[src/sv/prt_pkg.sv]
package prt_pkg;

	typedef struct packed {
		logic signed [31:0] point_x;
		logic signed [31:0] point_y;
		logic signed [31:0] point_z;
		logic               cloud_end;
	} point_t;

	typedef struct packed {
		logic signed [31:0] moved_x;
		logic signed [31:0] moved_y;
		logic signed [31:0] moved_z;
		logic               moved_end;
	} moved_t;

	typedef logic signed [31:0] word_t;
	typedef word_t [8:0] coef_set_t;
	typedef word_t [2:0] offset_set_t;

	typedef struct packed {
		logic [15:0] roll;
		logic [15:0] pitch;
		logic [15:0] yaw;
	} angle_set_t;

	typedef enum logic [2:0] {
		REG_ROLL  = 3'd0,
		REG_PITCH = 3'd1,
		REG_YAW   = 3'd2,
		REG_OFF_X = 3'd3,
		REG_OFF_Y = 3'd4,
		REG_OFF_Z = 3'd5
	} reg_idx_t;

	localparam int CordicSteps = 24;
	localparam logic signed [33:0] CordicStart = 34'sd652032875;
	localparam logic signed [31:0] OneQ30 = 32'sh4000_0000;
	localparam logic signed [63:0] HalfQ30 = 64'sd536870912;

	function automatic logic signed [33:0] atan_entry(input logic [4:0] i);
		logic signed [33:0] v;
		case (i)
			5'd0:    v = 34'sh20000000;
			5'd1:    v = 34'sh12E4051E;
			5'd2:    v = 34'sh09FB385B;
			5'd3:    v = 34'sh051111D4;
			5'd4:    v = 34'sh028B0D43;
			5'd5:    v = 34'sh0145D7E1;
			5'd6:    v = 34'sh00A2F61E;
			5'd7:    v = 34'sh00517C55;
			5'd8:    v = 34'sh0028BE53;
			5'd9:    v = 34'sh00145F2F;
			5'd10:   v = 34'sh000A2F98;
			5'd11:   v = 34'sh000517CC;
			5'd12:   v = 34'sh00028BE6;
			5'd13:   v = 34'sh000145F3;
			5'd14:   v = 34'sh0000A2FA;
			5'd15:   v = 34'sh0000517D;
			5'd16:   v = 34'sh000028BE;
			5'd17:   v = 34'sh0000145F;
			5'd18:   v = 34'sh00000A30;
			5'd19:   v = 34'sh00000518;
			5'd20:   v = 34'sh0000028C;
			5'd21:   v = 34'sh00000146;
			5'd22:   v = 34'sh000000A3;
			5'd23:   v = 34'sh00000051;
			default: v = 34'sh0;
		endcase
		return v;
	endfunction

endpackage

[src/sv/prt_cordic.sv]
module prt_cordic (
	input  logic               clk,
	input  logic               arst_n,
	input  logic               start,
	input  logic [15:0]        angle,
	output logic               done,
	output logic signed [31:0] cos_val,
	output logic signed [31:0] sin_val
);

	logic signed [33:0] x_q, y_q, z_q;
	logic [4:0]         i_q;
	logic [1:0]         quad_q;
	logic               run_q, done_q;
	logic [15:0]        rounded, resid;
	logic [1:0]         quad;
	logic signed [33:0] xs, ys, at;

	// nearest quadrant, residual in -1/8..1/8 turn
	assign rounded = angle + 16'h2000;
	assign quad    = rounded[15:14];
	assign resid   = angle - {quad, 14'd0};

	assign xs = x_q >>> i_q;
	assign ys = y_q >>> i_q;
	assign at = prt_pkg::atan_entry(i_q);

	always_ff @(posedge clk or negedge arst_n) begin
		if (!arst_n) begin
			run_q  <= 1'b0;
			done_q <= 1'b0;
			i_q    <= '0;
		end else begin
			done_q <= 1'b0;
			if (start) begin
				run_q <= 1'b1;
				i_q   <= '0;
			end else if (run_q) begin
				i_q <= i_q + 5'd1;
				if (i_q == 5'(prt_pkg::CordicSteps - 1)) begin
					run_q  <= 1'b0;
					done_q <= 1'b1;
				end
			end
		end
	end

	always_ff @(posedge clk) begin
		if (start) begin
			x_q    <= prt_pkg::CordicStart;
			y_q    <= '0;
			z_q    <= {{2{resid[15]}}, resid, 16'd0};
			quad_q <= quad;
		end else if (run_q) begin
			if (!z_q[33]) begin
				x_q <= x_q - ys;
				y_q <= y_q + xs;
				z_q <= z_q - at;
			end else begin
				x_q <= x_q + ys;
				y_q <= y_q - xs;
				z_q <= z_q + at;
			end
		end
	end

	always_comb begin
		case (quad_q)
			2'd0: begin
				cos_val = x_q[31:0];
				sin_val = y_q[31:0];
			end
			2'd1: begin
				cos_val = -y_q[31:0];
				sin_val = x_q[31:0];
			end
			2'd2: begin
				cos_val = -x_q[31:0];
				sin_val = -y_q[31:0];
			end
			default: begin
				cos_val = y_q[31:0];
				sin_val = -x_q[31:0];
			end
		endcase
	end

	assign done = done_q;

endmodule

[src/sv/prt_coef.sv]
module prt_coef (
	input  logic                  clk,
	input  logic                  arst_n,
	input  logic                  rebuild,
	input  prt_pkg::angle_set_t   angles,
	output logic                  busy,
	output prt_pkg::coef_set_t    coefs
);

	typedef enum logic [4:0] {
		ST_IDLE = 5'b00001,
		ST_LOAD = 5'b00010,
		ST_WAIT = 5'b00100,
		ST_MUL  = 5'b01000,
		ST_ACC  = 5'b10000
	} state_t;

	typedef enum logic [3:0] {
		OP_CR, OP_SR, OP_CP, OP_SP, OP_CY, OP_SY, OP_T1, OP_T2
	} opnd_t;

	typedef enum logic [2:0] {
		MD_T1, MD_T2, MD_U, MD_SET, MD_ADD, MD_SUB
	} mode_t;

	typedef struct packed {
		opnd_t      a;
		opnd_t      b;
		mode_t      mode;
		logic [3:0] dest;
	} step_t;

	localparam logic [3:0] LastStep = 4'd13;

	function automatic step_t prog(input logic [3:0] k);
		step_t s;
		case (k)
			4'd0:    s = '{OP_CY, OP_CP, MD_SET, 4'd0};
			4'd1:    s = '{OP_CY, OP_SP, MD_T1,  4'd0};
			4'd2:    s = '{OP_SY, OP_SP, MD_T2,  4'd0};
			4'd3:    s = '{OP_T1, OP_SR, MD_U,   4'd0};
			4'd4:    s = '{OP_SY, OP_CR, MD_SUB, 4'd1};
			4'd5:    s = '{OP_T1, OP_CR, MD_U,   4'd0};
			4'd6:    s = '{OP_SY, OP_SR, MD_ADD, 4'd2};
			4'd7:    s = '{OP_SY, OP_CP, MD_SET, 4'd3};
			4'd8:    s = '{OP_T2, OP_SR, MD_U,   4'd0};
			4'd9:    s = '{OP_CY, OP_CR, MD_ADD, 4'd4};
			4'd10:   s = '{OP_T2, OP_CR, MD_U,   4'd0};
			4'd11:   s = '{OP_CY, OP_SR, MD_SUB, 4'd5};
			4'd12:   s = '{OP_CP, OP_SR, MD_SET, 4'd7};
			default: s = '{OP_CP, OP_CR, MD_SET, 4'd8};
		endcase
		return s;
	endfunction

	function automatic logic signed [31:0] clamp30(input logic signed [34:0] v);
		logic signed [34:0] lim;
		lim = 35'(prt_pkg::OneQ30);
		if (v > lim)
			return prt_pkg::OneQ30;
		else if (v < -lim)
			return -prt_pkg::OneQ30;
		return v[31:0];
	endfunction

	state_t             state_q;
	logic [1:0]         idx_q;
	logic [3:0]         step_q;
	logic               pend_q;
	logic signed [31:0] cr_q, sr_q, cp_q, sp_q, cy_q, sy_q, t1_q, t2_q;
	logic signed [33:0] u_q;
	logic signed [63:0] prd_q, rnd;
	prt_pkg::coef_set_t m_q;

	logic               cs_done;
	logic signed [31:0] cs_cos, cs_sin;
	logic [15:0]        cs_angle;
	step_t              cur;
	logic signed [31:0] opa, opb;
	logic signed [33:0] r34;
	logic signed [34:0] acc;

	always_comb begin
		case (idx_q)
			2'd0:    cs_angle = angles.roll;
			2'd1:    cs_angle = angles.pitch;
			default: cs_angle = angles.yaw;
		endcase
	end

	prt_cordic u_cordic (
		.clk     (clk),
		.arst_n  (arst_n),
		.start   (state_q == ST_LOAD),
		.angle   (cs_angle),
		.done    (cs_done),
		.cos_val (cs_cos),
		.sin_val (cs_sin)
	);

	assign cur = prog(step_q);

	function automatic logic signed [31:0] pick(input opnd_t o, input logic signed [31:0] cr,
		input logic signed [31:0] sr, input logic signed [31:0] cp, input logic signed [31:0] sp,
		input logic signed [31:0] cy, input logic signed [31:0] sy, input logic signed [31:0] t1,
		input logic signed [31:0] t2);
		case (o)
			OP_CR:   return cr;
			OP_SR:   return sr;
			OP_CP:   return cp;
			OP_SP:   return sp;
			OP_CY:   return cy;
			OP_SY:   return sy;
			OP_T1:   return t1;
			default: return t2;
		endcase
	endfunction

	assign opa = pick(cur.a, cr_q, sr_q, cp_q, sp_q, cy_q, sy_q, t1_q, t2_q);
	assign opb = pick(cur.b, cr_q, sr_q, cp_q, sp_q, cy_q, sy_q, t1_q, t2_q);

	// round half up back to Q2.30
	assign rnd = prd_q + prt_pkg::HalfQ30;
	assign r34 = rnd[63:30];

	always_comb begin
		case (cur.mode)
			MD_ADD:  acc = 35'(u_q) + 35'(r34);
			MD_SUB:  acc = 35'(u_q) - 35'(r34);
			default: acc = 35'(r34);
		endcase
	end

	always_ff @(posedge clk or negedge arst_n) begin
		if (!arst_n) begin
			state_q <= ST_IDLE;
			idx_q   <= '0;
			step_q  <= '0;
			pend_q  <= 1'b0;
			for (int i = 0; i < 9; i++)
				m_q[i] <= (i % 4 == 0) ? prt_pkg::OneQ30 : '0;
		end else begin
			// remember an angle write that lands mid-rebuild
			if (rebuild && busy && !(state_q == ST_ACC && step_q == LastStep))
				pend_q <= 1'b1;
			case (state_q)
				ST_IDLE: begin
					if (rebuild) begin
						idx_q   <= '0;
						state_q <= ST_LOAD;
					end
				end
				ST_LOAD: state_q <= ST_WAIT;
				ST_WAIT: begin
					if (cs_done) begin
						if (idx_q == 2'd2) begin
							step_q  <= '0;
							state_q <= ST_MUL;
						end else begin
							idx_q   <= idx_q + 2'd1;
							state_q <= ST_LOAD;
						end
					end
				end
				ST_MUL: state_q <= ST_ACC;
				ST_ACC: begin
					case (cur.mode)
						MD_SET, MD_ADD, MD_SUB: m_q[cur.dest] <= clamp30(acc);
						default: ;
					endcase
					if (step_q == LastStep) begin
						m_q[6] <= clamp30(-35'(sp_q));
						pend_q <= 1'b0;
						if (pend_q || rebuild) begin
							idx_q   <= '0;
							state_q <= ST_LOAD;
						end else begin
							state_q <= ST_IDLE;
						end
					end else begin
						step_q  <= step_q + 4'd1;
						state_q <= ST_MUL;
					end
				end
				default: state_q <= ST_IDLE;
			endcase
		end
	end

	always_ff @(posedge clk) begin
		if (state_q == ST_WAIT && cs_done) begin
			case (idx_q)
				2'd0: begin
					cr_q <= cs_cos;
					sr_q <= cs_sin;
				end
				2'd1: begin
					cp_q <= cs_cos;
					sp_q <= cs_sin;
				end
				default: begin
					cy_q <= cs_cos;
					sy_q <= cs_sin;
				end
			endcase
		end
		if (state_q == ST_MUL)
			prd_q <= 64'(opa) * 64'(opb);
		if (state_q == ST_ACC) begin
			case (cur.mode)
				MD_T1:   t1_q <= r34[31:0];
				MD_T2:   t2_q <= r34[31:0];
				MD_U:    u_q  <= r34;
				default: ;
			endcase
		end
	end

	assign busy  = (state_q != ST_IDLE);
	assign coefs = m_q;

endmodule

[config.mk]
export PLATFORM = sky130hd
export DESIGN_NAME = prt_coef
export DESIGN_NICKNAME = d
export VERILOG_FILES = /design/src/sv/prt_pkg.sv /design/src/sv/prt_cordic.sv /design/src/sv/prt_coef.sv
export SDC_FILE = /design/constraint.sdc
export NUM_CORES = 2
export LEC_CHECK = 0
export BUFFER_PORTS_ARGS = -buffer_cell sky130_fd_sc_hd__buf_4
export CELL_PAD_IN_SITES_DETAIL_PLACEMENT = 1
export CELL_PAD_IN_SITES_GLOBAL_PLACEMENT = 1
export CORE_ASPECT_RATIO = 0.6
export CORE_MARGIN = 3
export CORE_UTILIZATION = 30
export CTS_CLUSTER_DIAMETER = 150
export DETAILED_ROUTE_END_ITERATION = 6
export GPL_ROUTABILITY_DRIVEN = 0
export PLACE_DENSITY = 0.52
export SETUP_SLACK_MARGIN = 0.15
export SLEW_MARGIN = 5
export SYNTH_ARGS = -nofsm -noshare
export SYNTH_HDL_FRONTEND = slang
export SYNTH_SLANG_ARGS = --single-unit
[constraint.sdc]
create_clock -name clk -period 20.8 [get_ports clk]
set_clock_uncertainty 0.2 [all_clocks]
set_input_delay 4.16 -clock clk [delete_from_list [all_inputs] [get_ports clk]]
set_output_delay 4.16 -clock clk [all_outputs]
set_load 0.05 [all_outputs]
==> qor.yml <==
nNetsFinal: 10520
fill_cells: 31570
antenna_found_initial: 14
syn_nets: 10430
async_reset_ff_share_pct: 41.71
syn_inst: 8950
cap_violations: 0
wl_per_cell_um: 28.92
post-place-ws_ns: 7.781
die_w_um: 687.4
synth-seq-area-share_pct: 23.61
crit_path_max_fanout: 73
required_ns: 21.02
clockBufferDepth: 3
finalHoldViolations: 0
p_leak_nw: 42.30
pin_count: 340
period_share_pct: 63.86
initial_utilization_pct: 30.29
yosysTopAreaCell: "fa_1"
ys.warnings.count: 0
violations: "design-rule violations"
crit_type: "flip-flop to flip-flop"
postCtsSetupRepairBufs: 0
vias: 70240
syn_to_final_growth_pct: 11.95
synth_cell_types: 123
die_y_um: 414.8
core-area_um2: 275900
synth_area_um2: 83560
worstSkewPairLatency_ns: 0.73
totalWireLength_mm: 370.6
critPathLaunchType: "flip-flop"
yosysMostFrequentCell: "inv_1"
numClockSinks: 736
rsz0062_at_grt: "no"
tritoncts: "done"
maxSlewHeadroom_pct: 11.72
synth_commonest_cells: "inv_1 (1098), fa_1 (1085), nor2_1 (1010)"
end_kind: "flip-flop"
rows: 149
yosys-top-cells-area: "fa_1 (26%), edfxtp_1 (12%), dfrtp_1 (9.1%)"
port_buffers: 339
grt_max_degree: 206
synth_edf_count: 345
drt_iter0_markers: 7365
synth_top_area_share_pct: 25.99
cts_buffers: 89
clkTransAtPathRegs_ns: 0.06
maxSlewViolCount: 0
synth_flop_cell: "edfxtp_1"
peakVddDrop_v: 0.00009538
ys_ff_latch: 736
finalWorstSetupSlack_ns: 7.516
power.density_nw_per_um2: 120.6
drt_first_pass_iters: 7
worst_pin_slew_ns: 1.310
layout-drive-gt1-share_pct: 11.78
cts_hold_buf: 0
hpwl_mm: 285.8
status: "complete, but fails checks"
grt_use_total_pct: 25.74
root_buffer: "clkbuf_16"
min_period_ns: 13.28
drc: 11
dieArea_um2: 285100
tns_ns: 0
max_freq_mhz: 75.28
first_global_vias: 72790
ant_nets: 0
grt_overflow_total: 0
slowest_delay_ns: 1.07
cp_common_cell: "fa_1"
grt_pass1_wl_mm: 539.6
cts_resized: 0
rrSetupSlack_ns: 7.52
arrival_ns: 13.50
synth.avg_cell_area_um2: 9.337
finalSetupViolations: 0
htreeDepth: 3
via_per_inst: 5.482
min_path_type: "flip-flop to flip-flop"
worst_path_max_delay_cell: "fa_1"
report_power, final:
group | total, mW | internal (mW) | switching (mW)
logic | 7.40 | 2.93 | 4.48
registers | 2.21 | 1.82 | 0.388
clock network | 1.66 | 0.950 | 0.713
kinds of logic (layout without fill, tap and decap cells):
| group | count (synthesis) | count (layout) | synth area share [%] |
|---|---|---|---|
| AND/OR/NAND/NOR | 2596 | 2596 | 13.73 |
| AO/OA/AOI/OAI | 1686 | 1686 | 12.54 |
| buffers and inverters | 1670 | 1830 | 7.904 |
| adder cells (fa/ha/maj) | 1427 | 1427 | 31.11 |
| flip-flops | 736 | 736 | 23.61 |
| XOR/XNOR | 426 | 426 | 4.465 |
| multiplexers | 409 | 409 | 6.638 |
| other | 0 | 4 | 0 |
cell usage in the layout (no fill, tap or decap), types with 82 or more instances in the layout:
cell       Yosys  routed
mux2i_1      234     215
nand2_1      902     896
xor2_1       149     149
nor3_1        92      88
mux4_2       108     108
edfxtp_1     345     345
dfrtp_1      303     297
buf_4         22     561
dfxtp_1       84      84
clkbuf_16      0      93
a21oi_1      767     753
a21o_1        82      82
inv_1       1098    1097
nand3_1      118     115
fa_1        1085    1085
xnor2_1      277     276
o21ai_0      243     232
ha_1         342     342
nor2_1      1010    1010
layout make-up:
class / count / area [um2] / share of cell area, %
Multi-Input combinational cell: 6544 / 57720 / 61.70
Sequential cell: 736 / 19750 / 21.11
Tap cell: 3699 / 4628 / 4.947
Timing Repair Buffer: 563 / 4247 / 4.539
Inverter: 1106 / 4151 / 4.438
Clock buffer: 121 / 2532 / 2.707
Clock inverter: 40 / 519.2 / 0.5550
Antenna cell: 4 / 10.01 / 0.01070
final timing paths:
path / from / to / cells past startpoint
worst max-delay path: step_q[0]$_DFFE_PN0P_ / prd_q[63]$_DFFE_PP_ / 30
worst min-delay path: u_cordic.z_q[13]$_SDFFE_PP0P_ / u_cordic.z_q[13]$_SDFFE_PP0P_ / 2
worst max register to register: step_q[0]$_DFFE_PN0P_ / prd_q[63]$_DFFE_PP_ / 30
worst min register to register: u_cordic.z_q[13]$_SDFFE_PP0P_ / u_cordic.z_q[13]$_SDFFE_PP0P_ / 2
max in group asynchronous: arst_n / coefs[268]$_DFFE_PN0P_ / 3
min in group asynchronous: arst_n / coefs[49]$_DFFE_PN0P_ / 1
critical path, delay by kind of cell, from the launching register on:
family / cells / cell delay (ns)
AOI/OAI and AO/OA: 8 / 2.31
xor gates and xnor gates: 1 / 0.15
adders and majority gates: 10 / 5.83
buffers and inverters: 5 / 1.78
DFF: 1 / 0.72
and+or+nand+nor: 6 / 1.83
metrics by stage:
step	utilization [%]	area (um2)	total power, mW	cells	hold slack, ns
final	33.91	93550	11.28	12810	0.2705
after global routing	33.90	93540	12.05	12810	0.3002
after CTS	33.90	93540	11.13	12810	0.2751
after detailed placement	32.79	90490	9.405	12650	0.2598
after global placement	32.79	90490	9.253	12650	0.2505
after floorplan	-	83560	7.297	8950	0.2315
routing by layer:
metal | track usage, % | part of all wire [%] | vias to the layer above | routed length, um
li1 | - | - | 29870 | -
met2 | 33.37 | 38 | 2983 | 140100
met3 | 8.127 | 11 | 259 | 40940
met4 | 3.090 | 1.2 | 10 | 4492
met1 | 41.45 | 50 | 37120 | 184600
met5 | 0.6357 | 0.10 | - | 372
flip-flops by register name, summed over array words and instances, names as in the netlist, 4 cells and up:
| name | flops |
|---|---|
| cr_q | 32 |
| u_cordic.y_q | 34 |
| step_q | 4 |
| coefs | 288 |
| cp_q | 32 |
| t1_q | 32 |
| sp_q | 32 |
| prd_q | 35 |
| cy_q | 32 |
| state_q | 5 |
| u_cordic.z_q | 34 |
| u_cordic.i_q | 5 |
| t2_q | 32 |
| u_cordic.x_q | 34 |
| u_q | 34 |
| sy_q | 32 |
| sr_q | 32 |
(Power assumes the default switching activity.)
